## config.mk

```make
export PLATFORM = sky130hd
export DESIGN_NAME = euclidean_vector_distance_flat
export DESIGN_NICKNAME = d
export VERILOG_FILES = /design/src/evd_pkg.sv /design/src/evd_if.sv /design/src/evd_front.sv /design/src/evd_queue.sv /design/src/evd_back.sv /design/src/euclidean_vector_distance.sv /design/src/flat_wrapper.sv
export VERILOG_INCLUDE_DIRS = /design/src /design/src/src
export SDC_FILE = /design/constraint.sdc
export NUM_CORES = 1
export LEC_CHECK = 0
export CAP_MARGIN = 0
export CORE_MARGIN = 2
export CORE_UTILIZATION = 55
export CTS_CLUSTER_SIZE = 24
export DETAILED_ROUTE_END_ITERATION = 7
export DONT_BUFFER_PORTS = 1
export GPL_ROUTABILITY_DRIVEN = 0
export PLACE_DENSITY = 0.75
export SYNTH_ARGS = -nofsm -noshare
export SYNTH_HDL_FRONTEND = slang
export SYNTH_HIERARCHICAL = 1
export SYNTH_SLANG_ARGS = --single-unit
```

## constraint.sdc

```tcl
create_clock -name i_clk -period 9.8 [get_ports i_clk]
set_clock_uncertainty 0.05 [all_clocks]
set_input_delay 1.96 -clock i_clk [delete_from_list [all_inputs] [get_ports i_clk]]
set_output_delay 1.96 -clock i_clk [all_outputs]
set_load 0.02 [all_outputs]
```

## src/euclidean_vector_distance_assert.svh

```systemverilog
// assertion macros for the euclidean vector distance block
`ifndef EUCLIDEAN_VECTOR_DISTANCE_ASSERT_SVH
`define EUCLIDEAN_VECTOR_DISTANCE_ASSERT_SVH

`ifndef SYNTHESIS

// checked property, disabled while reset is held
`define EVD_ASSERT(lbl, clk, rst_n, prop) \
    lbl: assert property (@(posedge clk) disable iff (!rst_n) prop) \
        else $error("evd assertion failed");

// checked property that also holds during reset
`define EVD_ASSERT_ALWAYS(lbl, clk, prop) \
    lbl: assert property (@(posedge clk) prop) \
        else $error("evd assertion failed");

`else

`define EVD_ASSERT(lbl, clk, rst_n, prop)
`define EVD_ASSERT_ALWAYS(lbl, clk, prop)

`endif

`endif

```

## src/evd_pkg.sv

```systemverilog
// shared constants and types of the euclidean vector distance block
`default_nettype none

package evd_pkg;

    localparam int ELEM_W = 16;
    localparam int MAG_W  = 16;
    localparam int SQ_W   = 2 * MAG_W;
    // wide enough for 1024 squares of the largest difference
    localparam int SUM_W  = 43;
    localparam int DIST_W = 21;

    localparam logic [SUM_W-1:0]  SUM_MAX  = {SUM_W{1'b1}};
    localparam logic [DIST_W-1:0] DIST_MAX = {DIST_W{1'b1}};

    // one root bit per sqrt iteration, from two bits of the sum
    localparam int SQRT_STEPS = (SUM_W + 1) / 2;
    localparam int BIT_TOP    = 2 * (SQRT_STEPS - 1);

    localparam int Q_DEPTH = 2;
    localparam int Q_PTR_W = (Q_DEPTH > 1) ? $clog2(Q_DEPTH) : 1;
    localparam int Q_CNT_W = $clog2(Q_DEPTH + 1);

    typedef struct packed {
        logic             valid;
        logic [SUM_W-1:0] sum;
    } t_q_entry;

    typedef struct packed {
        logic [Q_CNT_W-1:0] count;
    } t_q_status;

    typedef enum logic [1:0] {
        S_IDLE,
        S_CALC,
        S_FIN
    } t_sqrt_state;

endpackage

`default_nettype wire

```

## src/evd_if.sv

```systemverilog
// stream interfaces for element pairs and distances
`default_nettype none

interface evd_pair_if;
    logic                                 valid;
    logic                                 ready;
    logic signed [evd_pkg::ELEM_W-1:0]    elem_a;
    logic signed [evd_pkg::ELEM_W-1:0]    elem_b;
    logic                                 last;

    modport source (output valid, output elem_a, output elem_b, output last, input ready);
    modport sink   (input valid, input elem_a, input elem_b, input last, output ready);
endinterface

interface evd_dist_if;
    logic                         valid;
    logic                         ready;
    logic [evd_pkg::DIST_W-1:0]   distance;

    modport source (output valid, output distance, input ready);
    modport sink   (input valid, input distance, output ready);
endinterface

`default_nettype wire

```

## src/evd_front.sv

```systemverilog
// front end: accepts element pairs, squares differences, accumulates
`default_nettype none

module evd_front (
    input  wire logic                i_clk,
    input  wire logic                i_rst_n,
    evd_pair_if.sink                 i_pair,
    input  wire evd_pkg::t_q_status  i_q_status,
    output evd_pkg::t_q_entry        o_push
);

    localparam int RES_W = evd_pkg::Q_CNT_W + 1;

    logic signed [evd_pkg::ELEM_W:0]   diff;
    logic        [evd_pkg::ELEM_W:0]   neg_diff;
    logic        [evd_pkg::MAG_W-1:0]  mag;
    logic        [evd_pkg::SQ_W-1:0]   sq;
    logic        [evd_pkg::SUM_W:0]    sum_wide;
    logic        [evd_pkg::SUM_W-1:0]  sum_next;
    logic        [RES_W-1:0]           reserved;
    logic                              accept;

    logic                              r_sq_valid;
    logic        [evd_pkg::SQ_W-1:0]   r_sq;
    logic                              r_last;
    logic        [evd_pkg::SUM_W-1:0]  r_sum;

    always_comb begin
        diff     = {i_pair.elem_a[evd_pkg::ELEM_W-1], i_pair.elem_a}
                 - {i_pair.elem_b[evd_pkg::ELEM_W-1], i_pair.elem_b};
        neg_diff = -diff;
        mag      = diff[evd_pkg::ELEM_W] ? neg_diff[evd_pkg::MAG_W-1:0]
                                         : diff[evd_pkg::MAG_W-1:0];
        sq       = mag * mag;
    end

    // a queue slot is held for every last pair not yet pushed
    assign reserved     = RES_W'(i_q_status.count) + RES_W'(r_sq_valid & r_last);
    assign i_pair.ready = (reserved < RES_W'(evd_pkg::Q_DEPTH));
    assign accept       = i_pair.valid & i_pair.ready;

    always_comb begin
        sum_wide = {1'b0, r_sum} + (evd_pkg::SUM_W + 1)'(r_sq);
        sum_next = sum_wide[evd_pkg::SUM_W] ? evd_pkg::SUM_MAX
                                            : sum_wide[evd_pkg::SUM_W-1:0];
    end

    assign o_push.valid = r_sq_valid & r_last;
    assign o_push.sum   = sum_next;

    always_ff @(posedge i_clk) begin
        if (!i_rst_n) begin
            r_sq_valid <= 1'b0;
            r_sum      <= '0;
        end else begin
            r_sq_valid <= accept;
            if (r_sq_valid) begin
                r_sum <= r_last ? '0 : sum_next;
            end
        end
    end

    always_ff @(posedge i_clk) begin
        if (accept) begin
            r_sq   <= sq;
            r_last <= i_pair.last;
        end
    end

endmodule

`default_nettype wire

```

## src/evd_queue.sv

```systemverilog
// short queue of finished sums between front and back
`default_nettype none

`include "euclidean_vector_distance_assert.svh"

module evd_queue (
    input  wire logic               i_clk,
    input  wire logic               i_rst_n,
    input  wire evd_pkg::t_q_entry  i_push,
    input  wire logic               i_pop,
    output evd_pkg::t_q_entry       o_head,
    output evd_pkg::t_q_status      o_status
);

    logic [evd_pkg::SUM_W-1:0]   r_mem [evd_pkg::Q_DEPTH];
    logic [evd_pkg::Q_PTR_W-1:0] r_wr_ptr;
    logic [evd_pkg::Q_PTR_W-1:0] r_rd_ptr;
    logic [evd_pkg::Q_CNT_W-1:0] r_count;
    logic                        do_pop;

    function automatic logic [evd_pkg::Q_PTR_W-1:0] ptr_inc(
        input logic [evd_pkg::Q_PTR_W-1:0] p
    );
        if (p == evd_pkg::Q_PTR_W'(evd_pkg::Q_DEPTH - 1)) begin
            return '0;
        end
        return p + 1'b1;
    endfunction

    assign do_pop          = i_pop & (r_count != '0);
    assign o_head.valid    = (r_count != '0);
    assign o_head.sum      = r_mem[r_rd_ptr];
    assign o_status.count  = r_count;

    always_ff @(posedge i_clk) begin
        if (!i_rst_n) begin
            r_wr_ptr <= '0;
            r_rd_ptr <= '0;
            r_count  <= '0;
        end else begin
            if (i_push.valid) begin
                r_wr_ptr <= ptr_inc(r_wr_ptr);
            end
            if (do_pop) begin
                r_rd_ptr <= ptr_inc(r_rd_ptr);
            end
            if (i_push.valid && !do_pop) begin
                r_count <= r_count + 1'b1;
            end else if (!i_push.valid && do_pop) begin
                r_count <= r_count - 1'b1;
            end
        end
    end

    always_ff @(posedge i_clk) begin
        if (i_push.valid) begin
            r_mem[r_wr_ptr] <= i_push.sum;
        end
    end

    // front reserves a slot, so a push never meets a full queue
    `EVD_ASSERT(a_no_overflow, i_clk, i_rst_n, i_push.valid |-> (r_count < evd_pkg::Q_CNT_W'(evd_pkg::Q_DEPTH)))
    `EVD_ASSERT(a_no_empty_pop, i_clk, i_rst_n, i_pop |-> (r_count != '0))
    `EVD_ASSERT(a_count_up, i_clk, i_rst_n, (i_push.valid && !do_pop) |=> (r_count == $past(r_count) + 1'b1))

endmodule

`default_nettype wire

```

## src/evd_back.sv

```systemverilog
// back end: iterative floor square root and output register
`default_nettype none

module evd_back (
    input  wire logic               i_clk,
    input  wire logic               i_rst_n,
    input  wire evd_pkg::t_q_entry  i_head,
    output logic                    o_pop,
    evd_dist_if.source              o_dist
);

    evd_pkg::t_sqrt_state r_state;
    evd_pkg::t_sqrt_state n_state;

    logic                        start;
    logic                        step;
    logic                        load_out;

    logic [evd_pkg::SUM_W-1:0]   r_rem;
    logic [evd_pkg::SUM_W-1:0]   r_root;
    logic [evd_pkg::SUM_W-1:0]   r_bit;
    logic [evd_pkg::SUM_W:0]     trial;
    logic                        fits;
    logic [evd_pkg::DIST_W-1:0]  dist_sat;

    logic                        r_o_valid;
    logic [evd_pkg::DIST_W-1:0]  r_o_dist;

    always_ff @(posedge i_clk) begin
        if (!i_rst_n) begin
            r_state <= evd_pkg::S_IDLE;
        end else begin
            r_state <= n_state;
        end
    end

    always_comb begin
        n_state  = r_state;
        start    = 1'b0;
        step     = 1'b0;
        load_out = 1'b0;
        case (r_state)
            evd_pkg::S_IDLE: begin
                if (i_head.valid) begin
                    start   = 1'b1;
                    n_state = evd_pkg::S_CALC;
                end
            end
            evd_pkg::S_CALC: begin
                step = 1'b1;
                if (r_bit[0]) begin
                    n_state = evd_pkg::S_FIN;
                end
            end
            evd_pkg::S_FIN: begin
                if (!r_o_valid || o_dist.ready) begin
                    load_out = 1'b1;
                    n_state  = evd_pkg::S_IDLE;
                end
            end
            default: begin
                n_state = evd_pkg::S_IDLE;
            end
        endcase
    end

    assign o_pop = start;

    always_comb begin
        trial    = {1'b0, r_root} + {1'b0, r_bit};
        fits     = ({1'b0, r_rem} >= trial);
        dist_sat = (r_root[evd_pkg::SUM_W-1:evd_pkg::DIST_W] != '0)
                 ? evd_pkg::DIST_MAX : r_root[evd_pkg::DIST_W-1:0];
    end

    always_ff @(posedge i_clk) begin
        if (start) begin
            r_rem  <= i_head.sum;
            r_root <= '0;
            r_bit  <= evd_pkg::SUM_W'(1) << evd_pkg::BIT_TOP;
        end else if (step) begin
            if (fits) begin
                r_rem  <= r_rem - trial[evd_pkg::SUM_W-1:0];
                r_root <= (r_root >> 1) + r_bit;
            end else begin
                r_root <= r_root >> 1;
            end
            r_bit <= r_bit >> 2;
        end
    end

    always_ff @(posedge i_clk) begin
        if (!i_rst_n) begin
            r_o_valid <= 1'b0;
        end else if (load_out) begin
            r_o_valid <= 1'b1;
        end else if (o_dist.ready) begin
            r_o_valid <= 1'b0;
        end
    end

    always_ff @(posedge i_clk) begin
        if (load_out) begin
            r_o_dist <= dist_sat;
        end
    end

    assign o_dist.valid    = r_o_valid;
    assign o_dist.distance = r_o_dist;

endmodule

`default_nettype wire

```

## src/euclidean_vector_distance.sv

```systemverilog
// top level of the euclidean vector distance block
//
// i_pair carries one element pair a transaction: signed q8.8 elem_a and elem_b
// and a last flag on the final pair of the vectors
// o_dist carries one transaction per vector: the floor square root of the
// summed squared differences, unsigned with 8 fraction bits, saturated
// throughput: one pair per cycle while i_pair.ready is high, through the squaring
// multiplier and the 43-bit accumulate stage in the front end
// each vector end passes through the shared shift-subtract square root
// (22 iterations plus load and hand-off), so vectors that end faster than a
// root completes are paced by the sqrt unit once the two-entry sum queue fills
// path from the last pair to a valid distance: squared-difference register,
// sum queue, square root load and iterations, then the output register
// reset (synchronous, active low) clears the accumulator, the queue and the
// output valid; no clearing pass is needed
// when the receiver stalls the distance holds in the output register, the
// next root finishes and waits, the queue keeps filling, and i_pair.ready
// drops while both queue slots are taken or reserved by a pending vector end
`default_nettype none

module euclidean_vector_distance (
    input  wire logic  i_clk,
    input  wire logic  i_rst_n,
    evd_pair_if.sink   i_pair,
    evd_dist_if.source o_dist
);

    // front to queue: finished sums at each vector end
    evd_pkg::t_q_entry  push;
    // queue to back: oldest sum waiting for the square root
    evd_pkg::t_q_entry  head;
    // queue fill, used by the front to reserve slots
    evd_pkg::t_q_status q_status;
    logic               pop;

    evd_front u_front (
        .i_clk      (i_clk),
        .i_rst_n    (i_rst_n),
        .i_pair     (i_pair),
        .i_q_status (q_status),
        .o_push     (push)
    );

    evd_queue u_queue (
        .i_clk    (i_clk),
        .i_rst_n  (i_rst_n),
        .i_push   (push),
        .i_pop    (pop),
        .o_head   (head),
        .o_status (q_status)
    );

    evd_back u_back (
        .i_clk   (i_clk),
        .i_rst_n (i_rst_n),
        .i_head  (head),
        .o_pop   (pop),
        .o_dist  (o_dist)
    );

endmodule

`default_nettype wire

```

## src/flat_wrapper.sv

```systemverilog
// flat-port wrapper written by rule: the top's interface ports become plain ports
module euclidean_vector_distance_flat 
  (i_clk, i_rst_n, i_pair_valid, i_pair_elem_a, i_pair_elem_b, i_pair_last, i_pair_ready, o_dist_valid, o_dist_distance, o_dist_ready);
  evd_pair_if i_pair_i ();
  evd_dist_if o_dist_i ();
  input  wire logic i_clk;
  input  wire logic i_rst_n;
  input wire logic [$bits(i_pair_i.valid)-1:0] i_pair_valid;
  input wire logic [$bits(i_pair_i.elem_a)-1:0] i_pair_elem_a;
  input wire logic [$bits(i_pair_i.elem_b)-1:0] i_pair_elem_b;
  input wire logic [$bits(i_pair_i.last)-1:0] i_pair_last;
  output wire logic [$bits(i_pair_i.ready)-1:0] i_pair_ready;
  output wire logic [$bits(o_dist_i.valid)-1:0] o_dist_valid;
  output wire logic [$bits(o_dist_i.distance)-1:0] o_dist_distance;
  input wire logic [$bits(o_dist_i.ready)-1:0] o_dist_ready;
  assign i_pair_i.valid = i_pair_valid;
  assign i_pair_i.elem_a = i_pair_elem_a;
  assign i_pair_i.elem_b = i_pair_elem_b;
  assign i_pair_i.last = i_pair_last;
  assign i_pair_ready = i_pair_i.ready;
  assign o_dist_valid = o_dist_i.valid;
  assign o_dist_distance = o_dist_i.distance;
  assign o_dist_i.ready = o_dist_ready;
  euclidean_vector_distance u_core (.i_clk(i_clk), .i_rst_n(i_rst_n), .i_pair(i_pair_i), .o_dist(o_dist_i));
endmodule
```

* After elaboration in Yosys (flattened, before gate mapping)
Memories as Yosys holds them, arrays and structs flattened. A register that Yosys moved wholly into a read port is not among the register bits.
Index checks and enable logic that the tools add are counted.
** Storage, ports and cells
- Register bits after elaboration :: 213
- Memory bits (writable) :: 86
- Output and inout port bits :: 23
- Memories kept :: 1
** Memory list
- u_core.u_queue.r_mem :: words 2, width 43, rd ports 1, clocked after Yosys merged registers in 1, wr ports 1, RTL line evd_queue.sv:15 : logic [evd_pkg::SUM_W-1:0] r_mem [evd_pkg::Q_DEPTH];
** Cells by class
- Add/sub/neg operators :: 11
- Multiply operators :: 1
- Order comparisons :: 2
- Equality and inequality tests :: 5
- Multiplexer cells :: 34
- Bitwise logic cells :: 4
- Reductions and logical operators :: 15
** Operators by type and width (number)
- 43-bit 2-to-1 mux :: 6
- 43-bit by 32-bit adder with 44-bit output :: 1
- 43-bit by 43-bit adder with 44-bit output :: 1
- 43-bit by 44-bit >= comparator with 1-bit output :: 1
- 42-bit by 43-bit adder with 43-bit output :: 1
- 43-bit subtractor :: 1
- 16-bit by 16-bit multiplier with 32-bit output :: 1
- 22-bit nonzero test :: 1
- 1-bit 2-to-1 mux :: 21
- 16-bit by 16-bit subtractor with 17-bit output :: 1
- 16-bit 2-to-1 mux :: 1
- 16-bit negator :: 1
- 2-bit 2-to-1 mux :: 5
- 2-bit nonzero test :: 5
- 2-bit one-hot mux with 3 select lines :: 1
- 1-bit bitwise AND :: 4
- 2-bit inequality test (second input constant) :: 2
- 2-bit by 1-bit adder with 3-bit output :: 1
- 1-bit logical NOT :: 3
- 3-bit by 2-bit < comparator with 1-bit output (second input constant) :: 1
- 3-bit AND reduction :: 1
- 1-bit adder (second input constant) :: 2
- 2-bit by 1-bit adder with 2-bit output (second input constant) :: 1
- 2-bit by 1-bit == test with 1-bit output (second input constant) :: 1
- other kinds (7) :: 8

* Logic depth before layout (Yosys ltp)
- Depth in word-level cells :: 9
- Gate-level depth with buffers :: 38
- Mapped depth without buffers :: 37

* Hierarchy
The synthesis kept the hierarchy.
** By module, submodules not included
- evd_front :: instances 1, cells each 1440, area an instance 12948.7 µm²
- evd_back :: instances 1, cells each 1263, area an instance 10336.2 µm²
- evd_queue :: instances 1, cells each 155, area an instance 3308.2 µm²

* Least setup slack after synthesis
No wires, ideal clock.
- Path kind :: in2reg
- Start :: in i_pair_elem_a[0]
- End :: reg u_core/u_front/r_sq[31] (netlist name) (data pin)
- Library setup time :: 0.261 ns
- Arrival :: 10.201 ns
- Data required time :: 9.489 ns
- Slack :: -0.712 ns
- Stages :: 37
- Path through :: inv_1 ha_1 fa_1 nand2b_1 a21oi_2 o21ai_2 a31oi_4 nand2b_1 a31oi_1 buf_2 nor2_1 xnor2_1 inv_1 clkbuf_1 nand2_1 inv_1 fa_1 inv_1 fa_1 inv_1 fa_1 fa_1 fa_1 inv_1 fa_1 inv_1 ha_1 a21o_1 a21o_1 a21oi_1 nor2b_1 or3_1 a41o_1 a211o_1 a21oi_1 xor2_1 xnor2_1
** Between the ends
- Cells in the longest elaborated chain, start to end :: 4
** Ends and longest elaborated chain
- from (decl) :: RTL line flat_wrapper.sv:9 : input wire logic [$bits(i_pair_i.elem_a)-1:0] i_pair_elem_a;
- 16-bit by 16-bit subtractor with 17-bit output (*) :: RTL line evd_front.sv:30 : - {i_pair.elem_b[evd_pkg::ELEM_W-1], i_pair.elem_b};
- 16-bit negator :: RTL line evd_front.sv:31 : neg_diff = -diff;
- 16-bit 2-to-1 mux (*) :: RTL line evd_front.sv:32 : mag = diff[evd_pkg::ELEM_W] ? neg_diff[evd_pkg::MAG_W-1:0]
- 16-bit by 16-bit multiplier with 32-bit output (*) :: RTL line evd_front.sv:34 : sq = mag * mag;
- via u_core.u_front.sq, one bit :: RTL line evd_front.sv:17 : logic [evd_pkg::SQ_W-1:0] sq;
- to (signal assigned) :: RTL line evd_front.sv:65 : r_sq <= sq;
- to (decl) :: RTL line evd_front.sv:24 : logic [evd_pkg::SQ_W-1:0] r_sq;
The timed path passes the listed nets; every way through them passes the cells marked *.
A chain may end at the register's enable or synchronous reset.

* Worst setup path after layout
- Start :: in i_pair_elem_b[1]
- End :: reg u_core/u_front/r_sq[31] (netlist name) (data pin)
** Between the ends
- Cells in the longest elaborated chain, start to end :: 4
** Ends and longest elaborated chain
- from (decl) :: RTL line flat_wrapper.sv:10 : input wire logic [$bits(i_pair_i.elem_b)-1:0] i_pair_elem_b;
- 16-bit by 16-bit subtractor with 17-bit output (*) :: RTL line evd_front.sv:30
- 16-bit negator :: RTL line evd_front.sv:31
- 16-bit 2-to-1 mux (*) :: RTL line evd_front.sv:32
- 16-bit by 16-bit multiplier with 32-bit output (*) :: RTL line evd_front.sv:34
- via u_core.u_front.sq, one bit :: RTL line evd_front.sv:17
Marked as above.

==> impl_metrics.csv <==
group,metric,value,unit
clock_tree,postCtsHoldBufs,0,
timing,worstMarginPinSlew,1030,ps
clock_tree,tritoncts,"done",
route,vias,20909,
synthesis,synth-seq-area-share,29.4,%
global_routing,grt_first_pass_wirelength,101000,um
floorplan,die_width,224,um
worst_hold_path,hp-class,"flop to flop",
worst_setup_path,r2r_slack,2830,ps
synthesis,ys_warn_count,6,
run_status,status,"completed",
route,via_per_inst,5.78,
clock_tree,root_buffer,"clkbuf_16",
route,drtPass1Iterations,7,
cells_and_area,fin_nets,3416,
worst_setup_path,start_kind,"input pin",
worst_setup_path,required,10080,ps
worst_setup_path,cp_common_cell,"fa_1",
cells_and_area,multiInputGateArea,17400,um2
route,routed_wl,59700,um
run,maxCapViolCount,0,
placed_design,placed_cell_area,28500,um2
timing,post-route-period-util,97.5,%
synthesis,synth_area,26600,um2
timing,finalCriticalPeriod,9550,ps
route,antenna_left,0,
cells_and_area,nFillCells,3795,
cells_and_area,fin_area,29600,um2
timing,rsz0062_at_grt,"yes",
worst_setup_path,cp-end-kind,"flop",
timing,finalSetupTns,0,ps
timing,report.final.slew_viol_count,0,
cells_and_area,area_delta_synth_final,11.4,%
clock_tree,ctsLongestPathBuffers,3,
worst_setup_path,critPathKind,"input pin to flop",
worst_setup_path,cp_max_fo,6,
global_routing,antenna_found_initial,0,
global_routing,grt.overflow.total,0,
cells_and_area,drive_gt1_share,14.4,%
timing,hold_violations,0,
clock_tree,path_clk_slew,60,ps
clock_tree,numClockSinks,299,
global_routing,grt_start_max_net_pins,85,
worst_setup_path,cp_slowest_stage_delay,550,ps
floorplan,die_height,224,um
synthesis,syn_avg_cell_area,9.30,um2
timing,slew-limit-headroom,31.5,%
clock_tree,htree_levels,1,
synthesis,async_reset_ff_share,0,%
floorplan,num_rows,80,
synthesis,synth_edf_count,182,
floorplan,io_pins,60,
global_routing,grt_use_total,23.9,%
floorplan,dieArea,50100,um2
cells_and_area,fin_cells,3619,
route,drt_first_iter_violations,1438,
placed_design,portBuffers,0,
cells_and_area,antenna_cells,0,
synthesis,synth_fp_nets,3295,
timing,max_freq,105,MHz
clock_tree,numCtsBuffers,31,
route,route.detailed.drc,0,
placed_design,post-dp-hpwl,45500,um
synthesis,synthCells,2858,
cells_and_area,regArea,7810,um2
timing,setup_viol,0,
worst_setup_path,cp.arrival,9830,ps
global_routing,grt_pass1_vias,21608,
synthesis,ys_ff_latch,299,
worst_setup_path,cpMaxStageDelayCell,"fa_1",
floorplan,core_area,47700,um2
floorplan,initial_core_util,55.7,%
clock_tree,clock_latency,590,ps
placed_design,dp.cells,3555,
cells_and_area,utilization,62.1,%
route,wl_per_cell,16.5,um
synthesis,yosys_most_used_dff,"edfxtp_1",
synthesis,yosysUniqueCellTypes,110,
[critical path: cells and delay by family]
kind,cells,cell delay [ps]
AND/OR/NAND/NOR,8,1560
buffers and inverters,4,270
adder cells (fa/ha/maj),8,3670
AO/OA/AOI/OAI,9,2060
XOR/XNOR,2,300
[stage by stage]
step	setup slack, ps	hold WS [ps]
6_report	250	429
3_5_place_dp	-557	420
4_1_cts	40.5	440
3_3_place_gp	-336	406
5_1_grt	-70.8	466
2_1_floorplan	-273	398
[final cells by class]
| class | count | area share, % |
|---|---|---|
| well taps | 615 | 2.60 |
| flip-flops and latches | 299 | 26.3 |
| inverters | 304 | 3.88 |
| clock inverters | 20 | 0.616 |
| repair buffers | 198 | 5.07 |
| clock buffers | 38 | 2.74 |
| multi-input cells | 2145 | 58.8 |
[flip-flops by register name, summed over array words and instances, names as in the netlist, 2 cells and up, named ones only]
name,cells
u_core/u_back/o_dist.distance,21
u_core/u_back/r_bit,22
u_core/u_queue/o_status,2
u_core/u_back/r_rem,43
u_core/u_queue/r_mem,86
u_core/u_front/r_sq,31
u_core/u_front/r_sum,43
u_core/u_back/r_state,2
u_core/u_back/r_root,43
[layer usage]
metal | global-route usage [%] | part of all wire [%] | vias to the layer above
met3 | 2.32 | 3.6 | 157
met4 | 9.33 | 3.7 | 0
met2 | 44.5 | 51 | 536
met1 | 28.2 | 42 | 10046
li1 | - | - | 10170
met5 | 0 | 0 | -
[cells in the final DEF, fill, tap and decap left out, types with 13 or more instances in the layout]
cell       count
a21o_1        74
a21oi_1      184
a22oi_1       16
a31oi_1       61
and2_1        14
and3_1        22
buf_4        196
clkbuf_16     31
dfxtp_1      116
edfxtp_1     182
fa_1         164
ha_1         230
inv_1        292
mux2_2        51
mux2i_1       13
nand2_1      303
nand2b_1      51
nand3_1       49
nand4_1       23
nor2_1       178
nor2b_1       31
nor3_1        30
o21ai_0      126
o21bai_1      31
xnor2_1      102
xor2_1        96
[timing repair]
action,4_1_cts,5_1_grt
buffers inserted,0,6
setup endpoints to repair,0,7
resized for setup,0,24
[synth_stat cells, types with 9 or more instances]
cell	instances	share of area [%]
nand4_1	23	0.54
and3_1	22	0.52
edfxtp_1	182	21
a22oi_1	16	0.45
nor3_1	31	0.58
a21oi_1	188	3.5
o31ai_1	9	0.25
mux2i_1	13	0.49
fa_1	166	12
a31oi_1	62	1.5
o22ai_1	9	0.21
and2_1	15	0.35
a21boi_0	10	0.28
o21ai_1	11	0.21
nand2b_1	54	1.3
a31o_2	11	0.36
nor4_1	12	0.28
o21a_1	11	0.31
nand2_1	306	4.3
nor2b_1	34	0.80
nand3_1	50	0.94
inv_2	9	0.13
or2_2	10	0.24
o21ai_0	127	2.4
o21bai_1	31	0.88
mux2_2	51	2.2
xnor2_1	104	3.4
a21o_1	74	2.1
ha_1	234	11
clkbuf_1	82	1.2
a32o_1	10	0.38
xor2_1	99	3.3
a211o_1	10	0.33
dfxtp_1	117	8.8
buf_2	14	0.26
a211oi_1	11	0.31
inv_1	295	4.2
nor2_1	180	2.5
[logic make-up after synthesis]
logic type	synth area share, %
mux	2.65
xor+xnor	7.10
buf+inv	6.14
fa+ha+maj	23.5
compound gates	16.9
flops	29.4
simple gates	14.4
[final timing paths]
kind              depth (start not counted)                             startpoint                                    end
setup / recovery                         31                       i_pair_elem_b[1]      u_core/u_front/r_sq[31]$_DFFE_PP_
hold / removal                            2  u_core/u_front/r_sum[16]$_SDFFE_PN0P_  u_core/u_front/r_sum[16]$_SDFFE_PN0P_
setup reg to reg                         23    u_core/u_back/r_bit[0]$_SDFFE_PP0N_  u_core/u_back/r_root[40]$_SDFFE_PP0N_
hold reg to reg                           2  u_core/u_front/r_sum[16]$_SDFFE_PN0P_  u_core/u_front/r_sum[16]$_SDFFE_PN0P_
Power is not shown: default switching activity piles up to over one toggle a cycle in this logic, so the estimate is an artifact.
